<file path="config.mk">
export PLATFORM = sky130hd
export DESIGN_NAME = newton_interpolator
export DESIGN_NICKNAME = d
export VERILOG_FILES = /design/src/rtl/nwi_pkg.sv /design/src/rtl/nwi_div.sv /design/src/rtl/nwi_mul.sv /design/src/rtl/newton_interpolator.sv
export SDC_FILE = /design/constraint.sdc
export NUM_CORES = 2
export LEC_CHECK = 0
export ABC_CLOCK_PERIOD_IN_PS = 11800
export BUFFER_PORTS_ARGS = -buffer_cell sky130_fd_sc_hd__buf_2
export CAP_MARGIN = 20
export CORE_ASPECT_RATIO = 0.6
export CORE_UTILIZATION = 50
export CTS_CLUSTER_SIZE = 30
export DETAILED_ROUTE_END_ITERATION = 7
export GPL_ROUTABILITY_DRIVEN = 0
export PLACE_DENSITY = 0.72
export RECOVER_POWER = 100
export REMOVE_ABC_BUFFERS = 1
export SLEW_MARGIN = 20
export SYNTH_ARGS = -nofsm -noshare
export SYNTH_HDL_FRONTEND = slang
export SYNTH_SLANG_ARGS = --single-unit
</file>
<file path="constraint.sdc">
create_clock -name clk -period 11.8 [get_ports clk]
set_input_delay 1.18 -clock clk [delete_from_list [all_inputs] [get_ports clk]]
set_output_delay 1.18 -clock clk [all_outputs]
set_load 0.02 [all_outputs]
</file>
<file path="src/rtl/nwi_pkg.sv">
// shared constants, types and saturation helpers for the newton interpolator
// no dependencies; imported by every rtl file of the block
`timescale 1ns / 1ps

package nwi_pkg;

  localparam int DATA_W     = 32;
  localparam int FRAC_BITS  = 16;
  localparam int MAX_POINTS = 16;
  localparam int CFG_W      = 5;
  localparam int IDX_W      = $clog2(MAX_POINTS);
  localparam int CNT_W      = IDX_W + 1;
  localparam int DVD_W      = DATA_W + FRAC_BITS;
  localparam int PROD_W     = 2 * DATA_W;
  localparam int DIV_CNT_W  = $clog2(DVD_W);
  localparam int MUL_CNT_W  = $clog2(DATA_W);

  localparam logic [CFG_W-1:0]  COUNT_RESET = CFG_W'(4);
  localparam logic [DATA_W-1:0] S_MAX = {1'b0, {(DATA_W-1){1'b1}}};
  localparam logic [DATA_W-1:0] S_MIN = {1'b1, {(DATA_W-1){1'b0}}};

  typedef enum logic [1:0] {
    CMD_LOAD  = 2'd0,
    CMD_QUERY = 2'd1,
    CMD_CLEAR = 2'd2,
    CMD_NONE  = 2'd3
  } cmd_t;

  typedef enum logic [1:0] {
    ST_OK        = 2'd0,
    ST_DIV_ZERO  = 2'd1,
    ST_SAT       = 2'd2,
    ST_NOT_READY = 2'd3
  } status_t;

  typedef enum logic [3:0] {
    S_IDLE,
    S_BLD_RD,
    S_BLD_DIF,
    S_BLD_DIV,
    S_BLD_WR,
    S_QRY_C0,
    S_QRY_INIT,
    S_QRY_J,
    S_QRY_JD,
    S_QRY_RD,
    S_QRY_DIF,
    S_QRY_MUL,
    S_QRY_ACC,
    S_RESULT
  } state_t;

  typedef struct packed {
    logic [DATA_W-1:0] value;
    logic              sat;
  } sat_val_t;

  // clamp a one-bit-grown sum or difference back to the signed range
  function automatic sat_val_t clamp_grown(input logic [DATA_W:0] d);
    sat_val_t r;
    r.sat = (d[DATA_W] != d[DATA_W-1]);
    if (r.sat) begin
      r.value = d[DATA_W] ? S_MIN : S_MAX;
    end else begin
      r.value = d[DATA_W-1:0];
    end
    return r;
  endfunction

  function automatic sat_val_t sat_sub(input logic [DATA_W-1:0] a,
                                       input logic [DATA_W-1:0] b);
    return clamp_grown({a[DATA_W-1], a} - {b[DATA_W-1], b});
  endfunction

  function automatic sat_val_t sat_add(input logic [DATA_W-1:0] a,
                                       input logic [DATA_W-1:0] b);
    return clamp_grown({a[DATA_W-1], a} + {b[DATA_W-1], b});
  endfunction

  // node count clamped to 1..MAX_POINTS
  function automatic logic [CNT_W-1:0] eff_count(input logic [CFG_W-1:0] pc);
    logic [CNT_W-1:0] n;
    if (pc == '0) begin
      n = CNT_W'(1);
    end else if (int'(pc) > MAX_POINTS) begin
      n = CNT_W'(MAX_POINTS);
    end else begin
      n = CNT_W'(pc);
    end
    return n;
  endfunction

endpackage

</file>
<file path="src/rtl/nwi_div.sv">
// bit-serial signed fixed-point divider, one quotient bit per cycle
// depends on nwi_pkg; quotient truncates toward zero and saturates
`timescale 1ns / 1ps

module nwi_div import nwi_pkg::*; (
  input  logic              clk,
  input  logic              rst,
  input  logic              start,
  input  logic [DATA_W-1:0] num,
  input  logic [DATA_W-1:0] den,
  output logic              done,
  output logic [DATA_W-1:0] quot,
  output logic              sat
);

  logic                 busy;
  logic                 fin;
  logic                 neg;
  logic [DIV_CNT_W-1:0] cnt;
  logic [DATA_W-1:0]    dmag;
  logic [DATA_W-1:0]    rem;
  logic [DVD_W-1:0]     dvd;

  logic [DATA_W:0]      trial;
  logic [DATA_W:0]      diff;
  logic                 ge;
  logic [DATA_W-1:0]    nmag;
  logic [DATA_W-1:0]    dmag_in;
  logic [DVD_W-1:0]     lim;

  assign trial   = {rem, dvd[DVD_W-1]};
  assign diff    = trial - {1'b0, dmag};
  assign ge      = (trial >= {1'b0, dmag});
  assign nmag    = num[DATA_W-1] ? (~num + 1'b1) : num;
  assign dmag_in = den[DATA_W-1] ? (~den + 1'b1) : den;
  assign lim     = DVD_W'(S_MIN);

  always_ff @(posedge clk) begin
    if (rst) begin
      busy <= 1'b0;
      fin  <= 1'b0;
      done <= 1'b0;
    end else begin
      done <= fin;
      fin  <= 1'b0;
      if (start) begin
        busy <= 1'b1;
        cnt  <= DIV_CNT_W'(DVD_W - 1);
        neg  <= num[DATA_W-1] ^ den[DATA_W-1];
        dmag <= dmag_in;
        rem  <= '0;
        dvd  <= {nmag, {FRAC_BITS{1'b0}}};
      end else if (busy) begin
        rem <= ge ? diff[DATA_W-1:0] : trial[DATA_W-1:0];
        dvd <= {dvd[DVD_W-2:0], ge};
        if (cnt == '0) begin
          busy <= 1'b0;
          fin  <= 1'b1;
        end else begin
          cnt <= cnt - 1'b1;
        end
      end
    end
  end

  // sign and clamp of the finished magnitude
  always_ff @(posedge clk) begin
    if (fin) begin
      if (neg) begin
        sat  <= (dvd > lim);
        quot <= (dvd > lim) ? S_MIN : (~dvd[DATA_W-1:0] + 1'b1);
      end else begin
        sat  <= (dvd >= lim);
        quot <= (dvd >= lim) ? S_MAX : dvd[DATA_W-1:0];
      end
    end
  end

endmodule

</file>
<file path="src/rtl/nwi_mul.sv">
// bit-serial signed fixed-point multiplier, one multiplier bit per cycle
// depends on nwi_pkg; product floors to the fraction grid and saturates
`timescale 1ns / 1ps

module nwi_mul import nwi_pkg::*; (
  input  logic              clk,
  input  logic              rst,
  input  logic              start,
  input  logic [DATA_W-1:0] a,
  input  logic [DATA_W-1:0] b,
  output logic              done,
  output logic [DATA_W-1:0] prod,
  output logic              sat
);

  logic                 busy;
  logic                 fin;
  logic [MUL_CNT_W-1:0] cnt;
  logic [DATA_W-1:0]    mcand;
  logic [DATA_W-1:0]    hi;
  logic [DATA_W-1:0]    lo;

  logic [DATA_W:0]      mext;
  logic [DATA_W:0]      addend;
  logic [DATA_W:0]      sum;
  logic [PROD_W-1:0]    full;
  logic [DVD_W-1:0]     shifted;
  logic                 over;

  assign mext = {mcand[DATA_W-1], mcand};
  // the sign bit of the multiplier weighs negative
  always_comb begin
    if (!lo[0]) begin
      addend = '0;
    end else if (cnt == '0) begin
      addend = ~mext + 1'b1;
    end else begin
      addend = mext;
    end
  end
  assign sum     = {hi[DATA_W-1], hi} + addend;
  assign full    = {hi, lo};
  assign shifted = full[PROD_W-1:FRAC_BITS];
  assign over    = (shifted[DVD_W-1:DATA_W-1] != '0) &&
                   (shifted[DVD_W-1:DATA_W-1] != '1);

  always_ff @(posedge clk) begin
    if (rst) begin
      busy <= 1'b0;
      fin  <= 1'b0;
      done <= 1'b0;
    end else begin
      done <= fin;
      fin  <= 1'b0;
      if (start) begin
        busy  <= 1'b1;
        cnt   <= MUL_CNT_W'(DATA_W - 1);
        mcand <= a;
        hi    <= '0;
        lo    <= b;
      end else if (busy) begin
        hi <= sum[DATA_W:1];
        lo <= {sum[0], lo[DATA_W-1:1]};
        if (cnt == '0) begin
          busy <= 1'b0;
          fin  <= 1'b1;
        end else begin
          cnt <= cnt - 1'b1;
        end
      end
    end
  end

  always_ff @(posedge clk) begin
    if (fin) begin
      sat  <= over;
      prod <= over ? (shifted[DVD_W-1] ? S_MIN : S_MAX) : shifted[DATA_W-1:0];
    end
  end

endmodule

</file>
<file path="src/rtl/newton_interpolator.sv">
// top level: node stores, coefficient build and query sequencer
// depends on nwi_pkg, nwi_div and nwi_mul
`timescale 1ns / 1ps
//
//  channel  | handshake            | payload
//  ---------+----------------------+-----------------------------------
//  input    | in_valid / in_stall  | command, x_value, y_value
//  output   | out_valid / out_stall| interpolated, status
//  config   | cfg_write            | cfg_data (point_count)
//
// clear and unused commands, and every load but the one that completes the
// node set, keep the block idle. the load that completes the node set starts
// the coefficient build: n(n-1)/2 quotient steps on the one-bit-per-cycle
// divider, each skipped and written as zero when its denominator is zero.
// a query runs n(n-1)/2 products on the one-bit-per-cycle multiplier;
// not-ready and fault answers go straight to the result without computing.
// synchronous reset clears control state; node stores hold garbage until loaded.
// a finished result waits in the output register under out_stall while the
// next transaction is taken in.

module newton_interpolator import nwi_pkg::*; (
  input  logic              clk,
  input  logic              rst,
  input  logic              in_valid,
  output logic              in_stall,
  input  logic [1:0]        command,
  input  logic [DATA_W-1:0] x_value,
  input  logic [DATA_W-1:0] y_value,
  output logic              out_valid,
  input  logic              out_stall,
  output logic [DATA_W-1:0] interpolated,
  output logic [1:0]        status,
  input  logic              cfg_write,
  input  logic [CFG_W-1:0]  cfg_data
);

  // node and coefficient memories, two registered read ports each
  logic [DATA_W-1:0] node_x [MAX_POINTS];
  logic [DATA_W-1:0] coef   [MAX_POINTS];
  logic [DATA_W-1:0] x_rd_a, x_rd_b, c_rd_a, c_rd_b;
  logic [IDX_W-1:0]  x_ra_a, x_ra_b, c_ra_a, c_ra_b;
  logic              x_we, c_we;
  logic [IDX_W-1:0]  x_wa, c_wa;
  logic [DATA_W-1:0] c_wd;

  // control and working registers
  state_t            state, state_next;
  logic [CFG_W-1:0]  point_count;
  logic [CNT_W-1:0]  loaded_count, loaded_count_next;
  logic              ready, ready_next;
  logic              fault, fault_next;
  logic              build_sat, build_sat_next;
  logic [IDX_W-1:0]  j, j_next, k, k_next;
  logic [DATA_W-1:0] xq, xq_next;
  logic [DATA_W-1:0] acc, acc_next;
  logic [DATA_W-1:0] term, term_next;
  logic              qsat, qsat_next;
  logic [DATA_W-1:0] wval, wval_next;
  logic [DATA_W-1:0] res_val, res_val_next;
  status_t           res_st, res_st_next;
  logic              out_valid_next;

  logic [CNT_W-1:0]  n;
  logic [IDX_W-1:0]  n_m1;
  logic              accept;
  logic              load_do;
  logic              out_free;
  sat_val_t          num_s, den_s, d_s, acc_s;

  logic              div_start, div_done, div_sat;
  logic [DATA_W-1:0] div_q;
  logic              mul_start, mul_done, mul_sat;
  logic [DATA_W-1:0] mul_p;

  assign n        = eff_count(point_count);
  assign n_m1     = IDX_W'(n - 1'b1);
  assign in_stall = (state != S_IDLE);
  assign accept   = in_valid && !in_stall;
  assign load_do  = accept && (command == CMD_LOAD) && !ready && (loaded_count < n);
  assign out_free = !out_valid || !out_stall;

  // read addresses by phase
  assign c_ra_a = (state == S_QRY_C0) ? '0 : ((state == S_QRY_J) ? j : k);
  assign c_ra_b = k - 1'b1;
  assign x_ra_a = (state == S_BLD_RD) ? k : (k - 1'b1);
  assign x_ra_b = k - j;

  // load writes both stores; the build rewrites coefficients in place
  assign x_we = load_do;
  assign x_wa = loaded_count[IDX_W-1:0];
  assign c_we = load_do || (state == S_BLD_WR);
  assign c_wa = load_do ? loaded_count[IDX_W-1:0] : k;
  assign c_wd = load_do ? y_value : wval;

  always_ff @(posedge clk) begin
    if (x_we) begin
      node_x[x_wa] <= x_value;
    end
    if (c_we) begin
      coef[c_wa] <= c_wd;
    end
    x_rd_a <= node_x[x_ra_a];
    x_rd_b <= node_x[x_ra_b];
    c_rd_a <= coef[c_ra_a];
    c_rd_b <= coef[c_ra_b];
  end

  assign num_s = sat_sub(c_rd_a, c_rd_b);
  assign den_s = sat_sub(x_rd_a, x_rd_b);
  assign d_s   = sat_sub(xq, x_rd_a);
  assign acc_s = sat_add(acc, term);

  nwi_div u_div (
    .clk   (clk),
    .rst   (rst),
    .start (div_start),
    .num   (num_s.value),
    .den   (den_s.value),
    .done  (div_done),
    .quot  (div_q),
    .sat   (div_sat)
  );

  nwi_mul u_mul (
    .clk   (clk),
    .rst   (rst),
    .start (mul_start),
    .a     (term),
    .b     (d_s.value),
    .done  (mul_done),
    .prod  (mul_p),
    .sat   (mul_sat)
  );

  always_ff @(posedge clk) begin
    if (rst) begin
      state        <= S_IDLE;
      point_count  <= COUNT_RESET;
      loaded_count <= '0;
      ready        <= 1'b0;
      fault        <= 1'b0;
      build_sat    <= 1'b0;
      out_valid    <= 1'b0;
    end else begin
      state        <= state_next;
      loaded_count <= loaded_count_next;
      ready        <= ready_next;
      fault        <= fault_next;
      build_sat    <= build_sat_next;
      out_valid    <= out_valid_next;
      if (cfg_write) begin
        point_count <= cfg_data;
      end
    end
  end

  always_ff @(posedge clk) begin
    j       <= j_next;
    k       <= k_next;
    xq      <= xq_next;
    acc     <= acc_next;
    term    <= term_next;
    qsat    <= qsat_next;
    wval    <= wval_next;
    res_val <= res_val_next;
    res_st  <= res_st_next;
    if (state == S_RESULT && out_free) begin
      interpolated <= res_val;
      status       <= res_st;
    end
  end

  always_comb begin
    state_next        = state;
    loaded_count_next = loaded_count;
    ready_next        = ready;
    fault_next        = fault;
    build_sat_next    = build_sat;
    j_next            = j;
    k_next            = k;
    xq_next           = xq;
    acc_next          = acc;
    term_next         = term;
    qsat_next         = qsat;
    wval_next         = wval;
    res_val_next      = res_val;
    res_st_next       = res_st;
    out_valid_next    = out_valid && out_stall;
    div_start         = 1'b0;
    mul_start         = 1'b0;

    unique case (state)
      S_IDLE: begin
        if (accept) begin
          unique case (command)
            CMD_LOAD: begin
              if (load_do) begin
                loaded_count_next = loaded_count + 1'b1;
                // last node in: start the divided differences, or go ready for a single node
                if (loaded_count + 1'b1 >= n) begin
                  if (n == CNT_W'(1)) begin
                    ready_next = 1'b1;
                  end else begin
                    j_next     = IDX_W'(1);
                    k_next     = n_m1;
                    state_next = S_BLD_RD;
                  end
                end
              end
            end
            CMD_QUERY: begin
              xq_next      = x_value;
              res_val_next = '0;
              if (!ready) begin
                res_st_next = ST_NOT_READY;
                state_next  = S_RESULT;
              end else if (fault) begin
                res_st_next = ST_DIV_ZERO;
                state_next  = S_RESULT;
              end else begin
                qsat_next  = build_sat;
                state_next = S_QRY_C0;
              end
            end
            CMD_CLEAR: begin
              loaded_count_next = '0;
              ready_next        = 1'b0;
              fault_next        = 1'b0;
              build_sat_next    = 1'b0;
            end
            default: begin
            end
          endcase
        end
        if (cfg_write) begin
          loaded_count_next = '0;
          ready_next        = 1'b0;
          fault_next        = 1'b0;
          build_sat_next    = 1'b0;
        end
      end

      S_BLD_RD: begin
        state_next = S_BLD_DIF;
      end

      S_BLD_DIF: begin
        build_sat_next = build_sat | num_s.sat | den_s.sat;
        if (den_s.value == '0) begin
          fault_next = 1'b1;
          wval_next  = '0;
          state_next = S_BLD_WR;
        end else begin
          div_start  = 1'b1;
          state_next = S_BLD_DIV;
        end
      end

      S_BLD_DIV: begin
        if (div_done) begin
          wval_next      = div_q;
          build_sat_next = build_sat | div_sat;
          state_next     = S_BLD_WR;
        end
      end

      S_BLD_WR: begin
        if (k == j) begin
          if (j == n_m1) begin
            ready_next = 1'b1;
            state_next = S_IDLE;
          end else begin
            j_next     = j + 1'b1;
            k_next     = n_m1;
            state_next = S_BLD_RD;
          end
        end else begin
          k_next     = k - 1'b1;
          state_next = S_BLD_RD;
        end
      end

      S_QRY_C0: begin
        state_next = S_QRY_INIT;
      end

      S_QRY_INIT: begin
        acc_next = c_rd_a;
        if (n == CNT_W'(1)) begin
          res_val_next = c_rd_a;
          res_st_next  = qsat ? ST_SAT : ST_OK;
          state_next   = S_RESULT;
        end else begin
          j_next     = IDX_W'(1);
          state_next = S_QRY_J;
        end
      end

      S_QRY_J: begin
        state_next = S_QRY_JD;
      end

      S_QRY_JD: begin
        term_next  = c_rd_a;
        k_next     = j;
        state_next = S_QRY_RD;
      end

      S_QRY_RD: begin
        state_next = S_QRY_DIF;
      end

      S_QRY_DIF: begin
        qsat_next  = qsat | d_s.sat;
        mul_start  = 1'b1;
        state_next = S_QRY_MUL;
      end

      S_QRY_MUL: begin
        if (mul_done) begin
          term_next = mul_p;
          qsat_next = qsat | mul_sat;
          if (k == IDX_W'(1)) begin
            state_next = S_QRY_ACC;
          end else begin
            k_next     = k - 1'b1;
            state_next = S_QRY_RD;
          end
        end
      end

      S_QRY_ACC: begin
        acc_next = acc_s.value;
        if (j == n_m1) begin
          res_val_next = acc_s.value;
          res_st_next  = (qsat | acc_s.sat) ? ST_SAT : ST_OK;
          state_next   = S_RESULT;
        end else begin
          qsat_next  = qsat | acc_s.sat;
          j_next     = j + 1'b1;
          state_next = S_QRY_J;
        end
      end

      S_RESULT: begin
        if (out_free) begin
          out_valid_next = 1'b1;
          state_next     = S_IDLE;
        end
      end

      default: begin
        state_next = S_IDLE;
      end
    endcase
  end

endmodule

</file>
; ---- Word-level counts from Yosys, hierarchy flattened
; Memory sizes are Yosys's and may differ from the RTL's. A register that Yosys moved wholly into a read port is not among the register bits.
; Cells that the tools add are included.
[word_totals]
ramBits = 1024
register_bits = 515
elab_cells = 326
inputBits = 76
n_memories = 2
output_inout_bits = 36
[classes]
reduce_logical = 56
addsub = 17
magnitude_cmp = 6
n_bitwise = 14
eq_ne = 57
muxes = 135
[mem_list]
columns = name, words, width, rd, rd_ports_with_merged_regs, wr, line_no
row1 = coef, 16, 32, 2, 2, 1, newton_interpolator.sv:39  ; logic [DATA_W-1:0] coef [MAX_POINTS];
row2 = node_x, 16, 32, 2, 2, 1, newton_interpolator.sv:38  ; logic [DATA_W-1:0] node_x [MAX_POINTS];
[ops]
columns = op, n
row1 = two-way mux 32 bit, 27
row2 = case mux 32 bit (2 select lines), 3
row3 = two-way mux 4 bit, 32
row4 = subtractor 32 x 32 -> 33 bit, 3
row5 = adder 32 x 1 -> 32 bit (second input constant), 3
row6 = two-way mux 48 bit, 2
row7 = inverter 32 bit, 3
row8 = case mux 32 bit (3 select lines), 1
row9 = two-way mux 33 bit, 2
row10 = case mux 4 bit (14 select lines), 1
row11 = greater-or-equal comparator 48 x 32 -> 1 bit (second input constant), 1
row12 = > comparator 48 x 32 -> 1 bit (second input constant), 1
row13 = two-way mux 1 bit, 37
row14 = two-way mux 5 bit, 7
row15 = adder 32 x 32 -> 33 bit, 1
row16 = adder 33 x 1 -> 33 bit (second input constant), 1
row17 = adder 33 bit, 1
row18 = greater-or-equal comparator 33 x 32 -> 1 bit, 1
row19 = inverter 33 bit, 1
row20 = zero test 32 bit, 1
row21 = case mux 4 bit (4 select lines), 2
row22 = subtractor 32 bit, 1
row23 = two-way mux 31 bit, 1
row24 = != test 2 bit (second input constant), 15
row25 = other kinds (56), 137

; ---- Depth between registers and ports, before layout
[logic_depth]
depth_word = 11
depth_mapped = 36
ltp_nobuf = 28

; ---- By module
; Synthesis repeated with hierarchy kept, for this count alone.
[unflattened]
hier_cells = 6429
hier_area_um2 = 85208.0
[by_module_without_submodules]
columns = module, area_per_inst_um2, cells_each, seq_area_each_um2, n_inst
row1 = newton_interpolator, 67539.8, 4712, 39828.2, 1
row2 = nwi_div, 9959.6, 1052, 4624.4, 1
row3 = nwi_mul, 7708.6, 665, 4083.9, 1

; ---- Least setup slack after synthesis
; No wires, ideal clock.
[synth_path]
kind = flip-flop to flip-flop
startpoint = reg x_rd_b[3] (read register of node_x)
endpoint = reg u_div.dvd[0], enable pin
t_required_ns = 11.255
path_stages_with_launch = 36
period_less_slack_ns = 10.578
path_buffers = 7
setup_slack_ns = 1.222
arrival_ns = 10.034
setup_ns = 0.545
cell_sequence = dfxtp_1 -> inv_1 -> ha_1 -> buf_2 -> o21ai_0 -> a21oi_1 -> o211ai_1 -> a21oi_2 -> o211ai_1 -> a31oi_1 -> o2111a_1 -> o211ai_1 -> a21boi_0 -> o21a_1 -> nor2_1 -> xnor2_1 -> ha_1 -> clkbuf_1 -> clkbuf_1 -> clkbuf_1 -> clkbuf_1 -> nand3_1 -> clkbuf_1 -> o21ai_0 -> inv_1 -> ha_1 -> nand2b_1 -> nor3_1 -> o21ai_0 -> or4b_4 -> a2111oi_4 -> nand2_1 -> nor3_4 -> or2_2 -> clkbuf_1 -> a21oi_1
[synth_rtl]
columns = item, line_no
row1 = from (decl), newton_interpolator.sv:40  ; logic [DATA_W-1:0] x_rd_a, x_rd_b, c_rd_a, c_rd_b;
row2 = to (signal assigned), nwi_div.sv:52  ; dvd <= {nmag, {FRAC_BITS{1'b0}}};
row3 = to (signal assigned), nwi_div.sv:55  ; dvd <= {dvd[DVD_W-2:0], ge};
row4 = to (decl), nwi_div.sv:22  ; logic [DVD_W-1:0] dvd;

==> results.json <==
{
  "outcome": "finished, violations left",
  "violations": "max-capacitance violations, max-slew violations",
  "r2r_start": "x_rd_b[3]",
  "maxCapViolations": 55,
  "syn_inst": 6501,
  "drt_wl_total_um": 241000,
  "postRouteAntennaNets": 0,
  "place_hpwl_um": 156000,
  "drt_iter0_drc": 9314,
  "finalNetCount": 6824,
  "dieWidth_um": 535,
  "clock_tree.root_cell": "clkbuf_16",
  "finalMaxSlewViolations": 2057,
  "ctsResizeCount": 0,
  "period_share": 0.848,
  "cp_slowest_cell": "or4b_1",
  "syn_area_um2": 85300,
  "r2r_cells": 30,
  "grt_pass1_vias": 55600,
  "rrSetupSlack_ps": 1800,
  "clock_sinks": 1667,
  "use_met1": 0.428,
  "htree_levels": 4,
  "grt_pass1_wl_um": 358000,
  "ys_ff_latch": 1667,
  "cp-startpoint": "x_rd_b[3]",
  "groute.usage.overall": 0.277,
  "cts_inserted_buffers": 163,
  "async_reset_ff_frac": 0,
  "use_met3": 0.0766,
  "drive_gt1_frac": 0.136,
  "synth_edf_count": 1515,
  "syn_avg_cell_area_um2": 13.1,
  "tns_ps": 0,
  "grt_max_degree": 190,
  "initial_utilization": 0.507,
  "via_per_inst": 6.64,
  "ys_seq_area_frac": 0.569,
  "cp_max_fo": 48,
  "hold_path_class": "flip-flop to flip-flop",
  "wl_per_cell_um": 27.1,
  "crit_path_end_kind": "flip-flop",
  "cts_tree": "built",
  "clk_pin_slew_ps": 60,
  "slew_headroom": -1.87,
  "antenna_found_initial": 22,
  "setup_viol": 0,
  "fmax_mhz": 100,
  "slowest_delay_ps": 730,
  "cts_hold_buf": 0,
  "port_buffers": 111,
  "drc": 0,
  "worst_clock_skew_ps": 80.0,
  "via_count": 59100,
  "critPathCapture": "u_div.dvd[8]",
  "cts_setup_buffers": 0,
  "core_area_um2": 168000,
  "top_usage_layer": "met1",
  "synth_cell_type_count": 94,
  "ctsLongestPathBuffers": 4,
  "clk_latency_ps": 830,
  "die_area_um2": 172000,
  "dr.pass1.iters": 7,
  "cp.required_ps": 12270,
  "reg.largest.list": "coef (512), node_x (512), u_div.dvd (48)",
  "syn_to_final_growth_pct": 9.51,
  "io_pins": 112,
  "whs_ps": 365,
  "cp.arrival_ps": 10470,
  "rsz0062_at_grt": "no",
  "tightest_slew_ps": 4300,
  "synth_ff_type": "edfxtp_1",
  "yosys_warnings": 0,
  "critPathKind": "flip-flop to flip-flop",
  "start_kind": "flip-flop",
  "overflow": 0,
  "fp-row-count": 116,
  "rr_endpoint": "u_div.dvd[8]",
  "grt_use_met2": 0.384,
  "fin_crit_ps": 10000,
  "die_y_um": 322,
  "hold_viol_final": 0,
  "nFillCells": 13300
}
==> critical path: cells and delay by family (launching register included) <==
kind	cells	cell delay, ps
XOR/XNOR	1	210
buffers and inverters	4	1120
flip-flops	1	310
adder cells (fa/ha/maj)	3	1050
AO/OA/AOI/OAI	14	4050
AND/OR/NAND/NOR	8	2860
==> per-stage QoR <==
step / area (um2) / setup slack (ps) / std cells / util
floorplan: 83900 / -9410 / 6133 / -
global placement: 88500 / 3260 / 8594 / 0.527
detailed placement: 88500 / 3050 / 8594 / 0.527
CTS: 93800 / 2950 / 8885 / 0.558
global route: 93400 / 1170 / 8889 / 0.556
finish: 93400 / 1800 / 8896 / 0.556
==> logic make-up (layout without fill, tap and decap cells) <==
group | Yosys count | count (layout) | synth area share
XOR/XNOR | 233 | 233 | 0.0239
AO/OA/AOI/OAI | 1451 | 1451 | 0.111
flip-flops | 1667 | 1667 | 0.569
AND/OR/NAND/NOR | 1759 | 1759 | 0.0970
multiplexers | 563 | 563 | 0.138
buffers and inverters | 598 | 741 | 0.0268
other | 0 | 10 | 0
adder cells (fa/ha/maj) | 230 | 230 | 0.0344
==> cells in the mapped netlist (152+ instances only) <==
library cell  count  share of area
edfxtp_1       1515           0.53
dfxtp_1         152          0.036
inv_1           229          0.010
clkbuf_1        309          0.014
a21oi_1         358          0.021
a211oi_1        199          0.018
o21ai_0         283          0.017
nor2_1          350          0.015
and2_1          221          0.016
nand2_1         715          0.031
mux4_2          473           0.12
ha_1            223          0.033
==> layer usage <==
layer	up-vias	share of wire
met1	29500	0.42
met3	467	0.14
met4	12	0.022
li1	25200	-
met5	-	0.00029
met2	3939	0.42
==> placed cells by master (no fill, tap or decap), types with 31 or more instances in the layout <==
cell       instances
a211oi_1         199
a21o_1           126
a21oi_1          353
a311oi_1          71
a31oi_1           96
and2_0            33
and2_1           178
and3_1            31
buf_2             42
buf_4             39
clkbuf_1         160
clkbuf_16        165
clkinv_2          32
dfxtp_1          152
edfxtp_1        1515
ha_1             221
inv_1            229
mux2_1            59
mux4_2           473
nand2_1          714
nand2b_1          42
nand3_1           63
nand4_1           37
nor2_1           331
nor2b_1           61
nor3_1           106
o211ai_1          36
o21a_1            45
o21ai_0          284
or3_1             34
xnor2_1          146
xor2_1            81
==> worst min path at each step <==
stage / start / to / slack, ps / cells past startpoint
final: res_val[12] / interpolated[12] / 370 / 0
after global routing: res_val[12] / interpolated[12] / 390 / 0
after CTS: res_val[12] / interpolated[12] / 380 / 0
after detailed placement: res_val[16] / interpolated[16] / 410 / 0
after global placement: res_val[0] / interpolated[0] / 400 / 0
after floorplan: res_val[0] / interpolated[0] / 400 / 0
==> cell type report <==
class / instances / area [um2] / share of cell area
diodes: 10 / 25.0 / 0.000268
clock buffers: 204 / 4390 / 0.0470
clock inverters: 87 / 915 / 0.00979
inverters: 230 / 863 / 0.00925
multi-input cells: 4236 / 34700 / 0.372
flip-flops and latches: 1667 / 48500 / 0.520
well taps: 2242 / 2810 / 0.0300
repair buffers: 220 / 1130 / 0.0121
Power is left out: the tool's default activity adds up to more than one toggle a clock period on the data nets, which glitch-free logic cannot reach.
